$ cat src/hdl/rfcdma_pkg.sv
`timescale 1ns / 1ps
// ----------------------------------------------------------------------------
// rfcdma_pkg
// shared types and constants for the rectangle fill/copy dma engine
// ----------------------------------------------------------------------------
package rfcdma_pkg;

    localparam int ADDR_W   = 32;
    localparam int PIXEL_W  = 32;
    localparam int SKIP_W   = 14;
    localparam int COL_W    = 14;
    localparam int LINE_W   = 16;
    localparam int CFG_IDX_W = 3;
    localparam int CFG_DATA_W = 32;

    // bytes per pixel
    localparam logic [ADDR_W-1:0] PIXEL_BYTES = 32'd4;

    typedef enum logic [1:0] {
        KIND_START = 2'd0,
        KIND_STEP  = 2'd1,
        KIND_CLEAR = 2'd2
    } kind_t;

    typedef enum logic [CFG_IDX_W-1:0] {
        REG_TRANSFER_MODE  = 3'd0,
        REG_OUT_BASE       = 3'd1,
        REG_OUT_SKIP       = 3'd2,
        REG_SOURCE_BASE    = 3'd3,
        REG_SOURCE_SKIP    = 3'd4,
        REG_PIXELS_PER_LINE = 3'd5,
        REG_LINE_COUNT     = 3'd6,
        REG_FILL_COLOR     = 3'd7
    } cfg_index_t;

    typedef enum logic {
        MODE_FILL = 1'b0,
        MODE_COPY = 1'b1
    } mode_t;

    typedef struct packed {
        mode_t               transfer_mode;
        logic [ADDR_W-1:0]   out_base_address;
        logic [SKIP_W-1:0]   out_line_skip;
        logic [ADDR_W-1:0]   source_base_address;
        logic [SKIP_W-1:0]   source_line_skip;
        logic [COL_W-1:0]    pixels_per_line;
        logic [LINE_W-1:0]   line_count;
        logic [PIXEL_W-1:0]  fill_color;
    } cfg_t;

    typedef struct packed {
        logic                write_valid;
        logic [ADDR_W-1:0]   write_address;
        logic [PIXEL_W-1:0]  write_data;
        logic [ADDR_W-1:0]   next_read_address;
        logic                busy;
        logic                complete;
        logic                last_pixel;
    } result_t;

endpackage

$ cat src/hdl/rfcdma_cfg_regs.sv
`timescale 1ns / 1ps
// ----------------------------------------------------------------------------
// rfcdma_cfg_regs
// configuration register file, written by index, read live by the engine
// ----------------------------------------------------------------------------
module rfcdma_cfg_regs
(
    input  logic                              clk,
    input  logic                              rst_n,
    input  logic                              cfg_we,
    input  logic [rfcdma_pkg::CFG_IDX_W-1:0]  cfg_index,
    input  logic [rfcdma_pkg::CFG_DATA_W-1:0] cfg_data,
    output rfcdma_pkg::cfg_t                  cfg
);
    import rfcdma_pkg::*;

    cfg_t cfg_reg;
    cfg_t cfg_next;

    always_comb
    begin
        cfg_next = cfg_reg;
        if (cfg_we)
        begin
            unique case (cfg_index_t'(cfg_index))
                REG_TRANSFER_MODE:   cfg_next.transfer_mode       = mode_t'(cfg_data[0]);
                REG_OUT_BASE:        cfg_next.out_base_address    = cfg_data;
                REG_OUT_SKIP:        cfg_next.out_line_skip       = cfg_data[SKIP_W-1:0];
                REG_SOURCE_BASE:     cfg_next.source_base_address = cfg_data;
                REG_SOURCE_SKIP:     cfg_next.source_line_skip    = cfg_data[SKIP_W-1:0];
                REG_PIXELS_PER_LINE: cfg_next.pixels_per_line     = cfg_data[COL_W-1:0];
                REG_LINE_COUNT:      cfg_next.line_count          = cfg_data[LINE_W-1:0];
                REG_FILL_COLOR:      cfg_next.fill_color          = cfg_data;
                default:             cfg_next = cfg_reg;
            endcase
        end
    end

    always_ff @(posedge clk or negedge rst_n)
    begin
        if (!rst_n)
        begin
            cfg_reg <= '0;
        end
        else
        begin
            cfg_reg <= cfg_next;
        end
    end

    assign cfg = cfg_reg;

endmodule

$ cat src/hdl/rfcdma_engine.sv
`timescale 1ns / 1ps
// ----------------------------------------------------------------------------
// rfcdma_engine
// address and counter state with the single-pass update for one transaction
// ----------------------------------------------------------------------------
module rfcdma_engine
(
    input  logic                            clk,
    input  logic                            rst_n,
    input  logic                            fire,
    input  rfcdma_pkg::kind_t               kind,
    input  logic [rfcdma_pkg::PIXEL_W-1:0]  source_pixel,
    input  rfcdma_pkg::cfg_t                cfg,
    output rfcdma_pkg::result_t             res
);
    import rfcdma_pkg::*;

    logic [ADDR_W-1:0] out_address_reg,    out_address_next;
    logic [ADDR_W-1:0] source_address_reg, source_address_next;
    logic [COL_W-1:0]  column_counter_reg, column_counter_next;
    logic [LINE_W-1:0] line_counter_reg,   line_counter_next;
    logic              busy_reg,           busy_next;
    logic              complete_reg,       complete_next;

    logic [COL_W:0]    column_plus;
    logic [LINE_W:0]   line_plus;
    logic              line_end;
    logic              rect_end;
    logic [ADDR_W-1:0] out_step;
    logic [ADDR_W-1:0] source_step;
    logic [ADDR_W-1:0] out_skip_bytes;
    logic [ADDR_W-1:0] source_skip_bytes;
    logic              empty_rect;

    assign column_plus = {1'b0, column_counter_reg} + {{COL_W{1'b0}}, 1'b1};
    assign line_plus   = {1'b0, line_counter_reg} + {{LINE_W{1'b0}}, 1'b1};
    // compare as "reaches or passes" so a shrunk size still terminates
    assign line_end    = column_plus >= {1'b0, cfg.pixels_per_line};
    assign rect_end    = line_plus >= {1'b0, cfg.line_count};
    assign empty_rect  = (cfg.pixels_per_line == '0) || (cfg.line_count == '0);

    assign out_skip_bytes    = {{(ADDR_W-SKIP_W-2){1'b0}}, cfg.out_line_skip, 2'b00};
    assign source_skip_bytes = {{(ADDR_W-SKIP_W-2){1'b0}}, cfg.source_line_skip, 2'b00};
    assign out_step    = out_address_reg + PIXEL_BYTES;
    assign source_step = source_address_reg + PIXEL_BYTES;

    always_comb
    begin
        out_address_next    = out_address_reg;
        source_address_next = source_address_reg;
        column_counter_next = column_counter_reg;
        line_counter_next   = line_counter_reg;
        busy_next           = busy_reg;
        complete_next       = complete_reg;
        res.write_valid     = 1'b0;
        res.write_address   = '0;
        res.write_data      = '0;
        res.last_pixel      = 1'b0;

        unique case (kind)
            KIND_START:
            begin
                if (!busy_reg)
                begin
                    out_address_next    = cfg.out_base_address;
                    source_address_next = cfg.source_base_address;
                    column_counter_next = '0;
                    line_counter_next   = '0;
                    if (empty_rect)
                        complete_next = 1'b1;
                    else
                        busy_next = 1'b1;
                end
            end
            KIND_STEP:
            begin
                if (busy_reg)
                begin
                    res.write_valid   = 1'b1;
                    res.write_address = out_address_reg;
                    res.write_data    = (cfg.transfer_mode == MODE_COPY) ? source_pixel
                                                                         : cfg.fill_color;
                    if (line_end)
                    begin
                        column_counter_next = '0;
                        out_address_next    = out_step + out_skip_bytes;
                        source_address_next = source_step + source_skip_bytes;
                        if (rect_end)
                        begin
                            line_counter_next = '0;
                            busy_next         = 1'b0;
                            complete_next     = 1'b1;
                            res.last_pixel    = 1'b1;
                        end
                        else
                        begin
                            line_counter_next = line_plus[LINE_W-1:0];
                        end
                    end
                    else
                    begin
                        column_counter_next = column_plus[COL_W-1:0];
                        out_address_next    = out_step;
                        source_address_next = source_step;
                    end
                end
            end
            KIND_CLEAR:
            begin
                complete_next = 1'b0;
            end
            default:
            begin
                complete_next = complete_reg;
            end
        endcase

        res.next_read_address = source_address_next;
        res.busy              = busy_next;
        res.complete          = complete_next;
    end

    always_ff @(posedge clk or negedge rst_n)
    begin
        if (!rst_n)
        begin
            out_address_reg    <= '0;
            source_address_reg <= '0;
            column_counter_reg <= '0;
            line_counter_reg   <= '0;
            busy_reg           <= 1'b0;
            complete_reg       <= 1'b0;
        end
        else if (fire)
        begin
            out_address_reg    <= out_address_next;
            source_address_reg <= source_address_next;
            column_counter_reg <= column_counter_next;
            line_counter_reg   <= line_counter_next;
            busy_reg           <= busy_next;
            complete_reg       <= complete_next;
        end
    end

    a_last_ends_transfer: assert property (@(posedge clk) disable iff (!rst_n)
        fire && res.last_pixel |-> res.write_valid && !res.busy && res.complete)
        else $error("last pixel did not end the transfer");

    a_write_only_busy: assert property (@(posedge clk) disable iff (!rst_n)
        fire && res.write_valid |-> busy_reg)
        else $error("pixel write issued while idle");

    a_clear_drops_flag: assert property (@(posedge clk) disable iff (!rst_n)
        fire && kind == KIND_CLEAR |=> !complete_reg)
        else $error("clear did not drop the complete flag");

    a_idle_counters_zero: assert property (@(posedge clk) disable iff (!rst_n)
        !busy_reg |-> column_counter_reg == '0 && line_counter_reg == '0)
        else $error("counters not cleared while idle");

endmodule

$ cat src/hdl/rect_fill_copy_dma_engine.sv
`timescale 1ns / 1ps
// ----------------------------------------------------------------------------
// rect_fill_copy_dma_engine
// two-dimensional fill/copy dma engine for 32-bit pixels
//
// usage: program the eight registers through cfg_we/cfg_index/cfg_data while
// the block is idle. each input transaction (kind, source_pixel) yields one
// result transaction: a start loads the address counters, a pixel step
// issues one pixel write and advances the addresses, a clear drops the
// sticky complete flag. next_read_address tells the host which source word
// to supply with the following step in copy mode.
// path: a transaction accepted lands in the input register, is processed
// into the result register once that register is free, and is taken from
// the output from there.
// throughput: one transaction per cycle while the receiver does not stall;
// the address adders and counters between the registers are combinational.
// reset clears the registers, the counters, busy and the complete flag.
// when the receiver stalls, the result register holds and the input
// register still takes one more transaction before in_ready drops.
// ----------------------------------------------------------------------------
module rect_fill_copy_dma_engine
(
    input  logic                              clk,
    input  logic                              rst_n,
    input  logic                              cfg_we,
    input  logic [rfcdma_pkg::CFG_IDX_W-1:0]  cfg_index,
    input  logic [rfcdma_pkg::CFG_DATA_W-1:0] cfg_data,
    input  logic                              in_valid,
    output logic                              in_ready,
    input  logic [1:0]                        kind,
    input  logic [rfcdma_pkg::PIXEL_W-1:0]    source_pixel,
    output logic                              out_valid,
    input  logic                              out_ready,
    output logic                              write_valid,
    output logic [rfcdma_pkg::ADDR_W-1:0]     write_address,
    output logic [rfcdma_pkg::PIXEL_W-1:0]    write_data,
    output logic [rfcdma_pkg::ADDR_W-1:0]     next_read_address,
    output logic                              busy_res,
    output logic                              complete_flag,
    output logic                              last_pixel
);
    import rfcdma_pkg::*;

    cfg_t                cfg;
    result_t             res;
    result_t             res_reg;
    logic                out_valid_reg, out_valid_next;
    logic                in_valid_reg,  in_valid_next;
    logic [1:0]          kind_reg;
    logic [PIXEL_W-1:0]  pixel_reg;
    logic                advance;
    logic                fire;
    logic                in_take;

    rfcdma_cfg_regs u_cfg
    (
        .clk       (clk),
        .rst_n     (rst_n),
        .cfg_we    (cfg_we),
        .cfg_index (cfg_index),
        .cfg_data  (cfg_data),
        .cfg       (cfg)
    );

    rfcdma_engine u_engine
    (
        .clk          (clk),
        .rst_n        (rst_n),
        .fire         (fire),
        .kind         (kind_t'(kind_reg)),
        .source_pixel (pixel_reg),
        .cfg          (cfg),
        .res          (res)
    );

    // result register frees when empty or being taken
    assign advance  = !out_valid_reg || out_ready;
    assign fire     = in_valid_reg && advance;
    assign in_ready = !in_valid_reg || advance;
    assign in_take  = in_valid && in_ready;

    always_comb
    begin
        in_valid_next  = in_take || (in_valid_reg && !advance);
        out_valid_next = fire || (out_valid_reg && !out_ready);
    end

    always_ff @(posedge clk or negedge rst_n)
    begin
        if (!rst_n)
        begin
            in_valid_reg  <= 1'b0;
            out_valid_reg <= 1'b0;
        end
        else
        begin
            in_valid_reg  <= in_valid_next;
            out_valid_reg <= out_valid_next;
        end
    end

    always_ff @(posedge clk)
    begin
        if (in_take)
        begin
            kind_reg  <= kind;
            pixel_reg <= source_pixel;
        end
        if (fire)
        begin
            res_reg <= res;
        end
    end

    assign out_valid         = out_valid_reg;
    assign write_valid       = res_reg.write_valid;
    assign write_address     = res_reg.write_address;
    assign write_data        = res_reg.write_data;
    assign next_read_address = res_reg.next_read_address;
    assign busy_res          = res_reg.busy;
    assign complete_flag     = res_reg.complete;
    assign last_pixel        = res_reg.last_pixel;

endmodule

$ cat config.mk
export PLATFORM = sky130hd
export DESIGN_NAME = rect_fill_copy_dma_engine
export DESIGN_NICKNAME = d
export VERILOG_FILES = /design/src/hdl/rfcdma_pkg.sv /design/src/hdl/rfcdma_cfg_regs.sv /design/src/hdl/rfcdma_engine.sv /design/src/hdl/rect_fill_copy_dma_engine.sv
export SDC_FILE = /design/constraint.sdc
export NUM_CORES = 1
export LEC_CHECK = 0
export ABC_AREA = 1
export BUFFER_PORTS_ARGS = -buffer_cell sky130_fd_sc_hd__buf_4
export CORE_AREA = 2 2 207 209
export CTS_CLUSTER_SIZE = 24
export DETAILED_ROUTE_END_ITERATION = 7
export DIE_AREA = 0 0 209 211
export PLACE_DENSITY = 0.73
export SETUP_SLACK_MARGIN = 0.1
export SYNTH_ARGS = -nofsm -noshare
export SYNTH_HDL_FRONTEND = slang
export SYNTH_SLANG_ARGS = --single-unit
$ cat constraint.sdc
create_clock -name clk -period 3.2 [get_ports clk]
set_input_delay 0 -clock clk [delete_from_list [all_inputs] [get_ports clk]]
set_output_delay 0 -clock clk [all_outputs]
set_load 0.005 [all_outputs]
==> summary.md <==
| Metric | Value |
|---|---|
| Status | complete, but fails checks |
| Failing checks | negative hold slack, negative setup slack |
| Most frequent cells after synthesis | nand2_1, inv_1, dfrtp_1 |
| Final HPWL DP | 46.6 mm |
| Setup TNS | -2.49 ns |
| Port bufs | 175 |
| Peak VDD IR | between 0.0005 and 0.0006 V |
| RSZ-0062 raised after global routing | true |
| GRT Util Overall | a little under a third |
| Fin. Hold Viols | 4 |
| Setup ws final | -0.109 ns |
| Main synth FF type | dfrtp_1 |
| Fin cells | 3477 |
| Drt pass-1 iters | 7 |
| Avg Inst Size Synth | roughly 8.2 sq um |
| CP Capture Type | flop |
| FF+latch count, synth | between 300 and 400 |
| Synth area leaders | dfrtp_1, edfxtp_1, nand2_1 |
| DRT antenna net count | 0 |
| Clock root buffer | clkbuf_16 |
| Grt ovf | 0 |
| Area of the mapped netlist | just over 20000 sq um |
| Nets | 3042 |
| Layout Skew | approximately 0.023 ns |
| Type of origin of the critical path | flop |
| Core box area | 41800 sq um |
| H-tree depth | 2 |
| Fin util | 65.3% |
| Period utilization | 103% |
| Count of final setup violators | 43 |
| Pwr dens | 667 nW/um^2 |
| Routability congestion estimate | 0.995 |
| CTS tree | yes |
| Crit-path max FO | 6 |
| Post-synth top area share | 30.6% |
| Average wire per standard cell | 19.7 microns |
| Worst Hold Class | in2async |
| Post-synth ARST share | between 60 and 70% |
| Die Y | 211 microns |
| Share of post-route cells with drive strength above 1 | 23.6% |
| WHS | -0.0165 ns |
| First-pass GRT wire length | roughly 100 mm |
| Placed cells | 3297 |
| Worst r2r src | u_engine.column_counter_reg[7] |
| 1st-iter DRT viols | 1846 |
| Initial antenna violation count | 1 |
| Actual slew at the worst max-slew pin | 1.19 ns |
| Max Freq | 302 MHz |
| Number of diodes | 0 |
| CP Class | reg2reg |
| Worst Setup SP | u_engine.column_counter_reg[7] |
| Drt via density | 5.60 |
| P_leak | 0.0126 uW |
| Max-cap violations | 0 |
| Rows | 75 |
| Yosys cell types | 47 |
| Largest net degree at the start of global routing | 106 |
| Syn nets | 2652 |
| Post-Route WL | ~68 mm |
| # clock sinks | 387 |
| Rel. slew slack | 20.5% |
| Fin. max-slew vios | 0 |
| Die area | ~44000 sq um |
| # DRC | 0 |
| Maximum clock path buffer count | 3 |
| CP arrival | about 3.8 ns |
| Clk slew on worst S/H paths | 0.06 ns |
| TritonCTS Buffers | 42 |
| Area Overhead vs Synth | 31.7% |
| Largest register FFs | 155 |
| Die W | 209 microns |
| Synth area leader | dfrtp_1 |
| WP data required | 3.64 ns |
| Skew-Pair Late Insertion Delay | 0.59 ns |
| Synthesized instance count | 2514 |
| Min Tclk post-route | roughly 3.3 ns |
| Post-synth EDFFs | 134 |
| DR vias | 19463 |
| Ys Warns | 0 |
| Vias in the first global route | 18835 |
| Starting density of the core | around half |
| Most common cell in the synthesized netlist | nand2_1 |
| Seq/Total Area, Yosys | about half |
| # IOs | 176 |
## path summary, 6_finish.rpt
check                      slack (ns)                            end  cells after the start
min                             -0.02  u_engine.line_counter_reg[14]                      2
min reg2reg                      0.48          u_engine.complete_reg                      2
max reg2reg                     -0.11          next_read_address[11]                     19
max                             -0.11          next_read_address[11]                     19
max in group asynchronous        2.18                 u_cfg.cfg[109]                      3
min in group clk                 0.05                   u_cfg.cfg[1]                      3
## through the flow
stage                     hold slack [ns]  cell area, sq um  total power, uW  worst slack, ns
after floorplan                    -0.296             20700             9990            0.223
after global placement              0.116             23600            12200           -0.216
after detailed placement            0.129             23600            12300           -0.269
after CTS                          0.0143             26400            17700          -0.0291
after global routing               0.0294             27300            19100           -0.258
final                             -0.0165             27300            18200           -0.109
## worst max-delay path: stages (launching register included)
cell and delay (ns):
dfrtp_1 0.45, inv_1 0.13, nor3_2 0.27, nand3_1 0.16, xor2_1 0.25, inv_1 0.11
ha_4 0.26, a21oi_4 0.15, nand2_1 0.07, nor2_1 0.10, nand2_1 0.11, nand2_2 0.10
nand3_4 0.13, buf_6 0.17, buf_6 0.13, buf_6 0.13, a21oi_2 0.12, o21ai_2 0.07
buf_6 0.13, a21oi_4 0.13
## metal layers
layer  wire, microns  vias to the layer above  global-route usage (%)
li1                -                     9091                       -
met1           28500                     9324                    41.8
met2           31400                      907                    48.5
met3            6410                      141                    6.42
met4            2020                        0                    10.7
met5               0                        -                       0
## layout make-up
cell class	count	area (sq um)
fillers	3359	14500
multi-input cells	1719	9960
flip-flops and latches	387	10400
well taps	539	674
clock inverters	17	225
clock buffers	61	1230
repair buffers	430	3580
inverters	324	1230
## kinds of logic (layout without fill, tap and decap cells)
| family | after synthesis | count (layout) | share of synthesized area, % |
|---|---|---|---|
| AOI/OAI and AO/OA | 480 | 480 | 13.1 |
| DFF | 387 | 387 | 50.0 |
| xor gates and xnor gates | 66 | 66 | 2.83 |
| buffers and inverters | 408 | 832 | 7.56 |
| and+or+nand+nor | 1109 | 1109 | 22.6 |
| adders and majority gates | 64 | 64 | 3.94 |
## placed cells by master (no fill, tap or decap), types with 22 or more instances in the layout
master,count
nand2_1,585
buf_4,327
inv_1,297
dfrtp_1,251
nor2_1,224
o21ai_0,156
edfxtp_1,134
a21oi_1,124
nand3_1,92
dlygate4sd3_1,73
o21ai_1,45
ha_1,44
clkbuf_16,43
xor2_1,42
nand3_2,37
nand2_2,35
nand4_1,30
nor2_2,29
a221oi_1,29
inv_2,23
buf_6,23
nor2_4,22
a22oi_1,22
## repair_timing
item,CTS,global route
buffers inserted,14,14
setup endpoints to repair,118,125
pin swaps,42,74
gates resized for setup,123,188
hold endpoints to repair,281,0
gates cloned,0,1
hold buffers,73,0
## power breakdown
| group | total, uW | switching [uW] | internal [uW] |
|---|---|---|---|
| combinational | 6270 | 3750 | 2520 |
| sequential | 6810 | 756 | 6060 |
| clock | 5090 | 2130 | 2960 |
| total | 18200 | 6640 | 11500 |
Power figures use the tool's default switching activity.
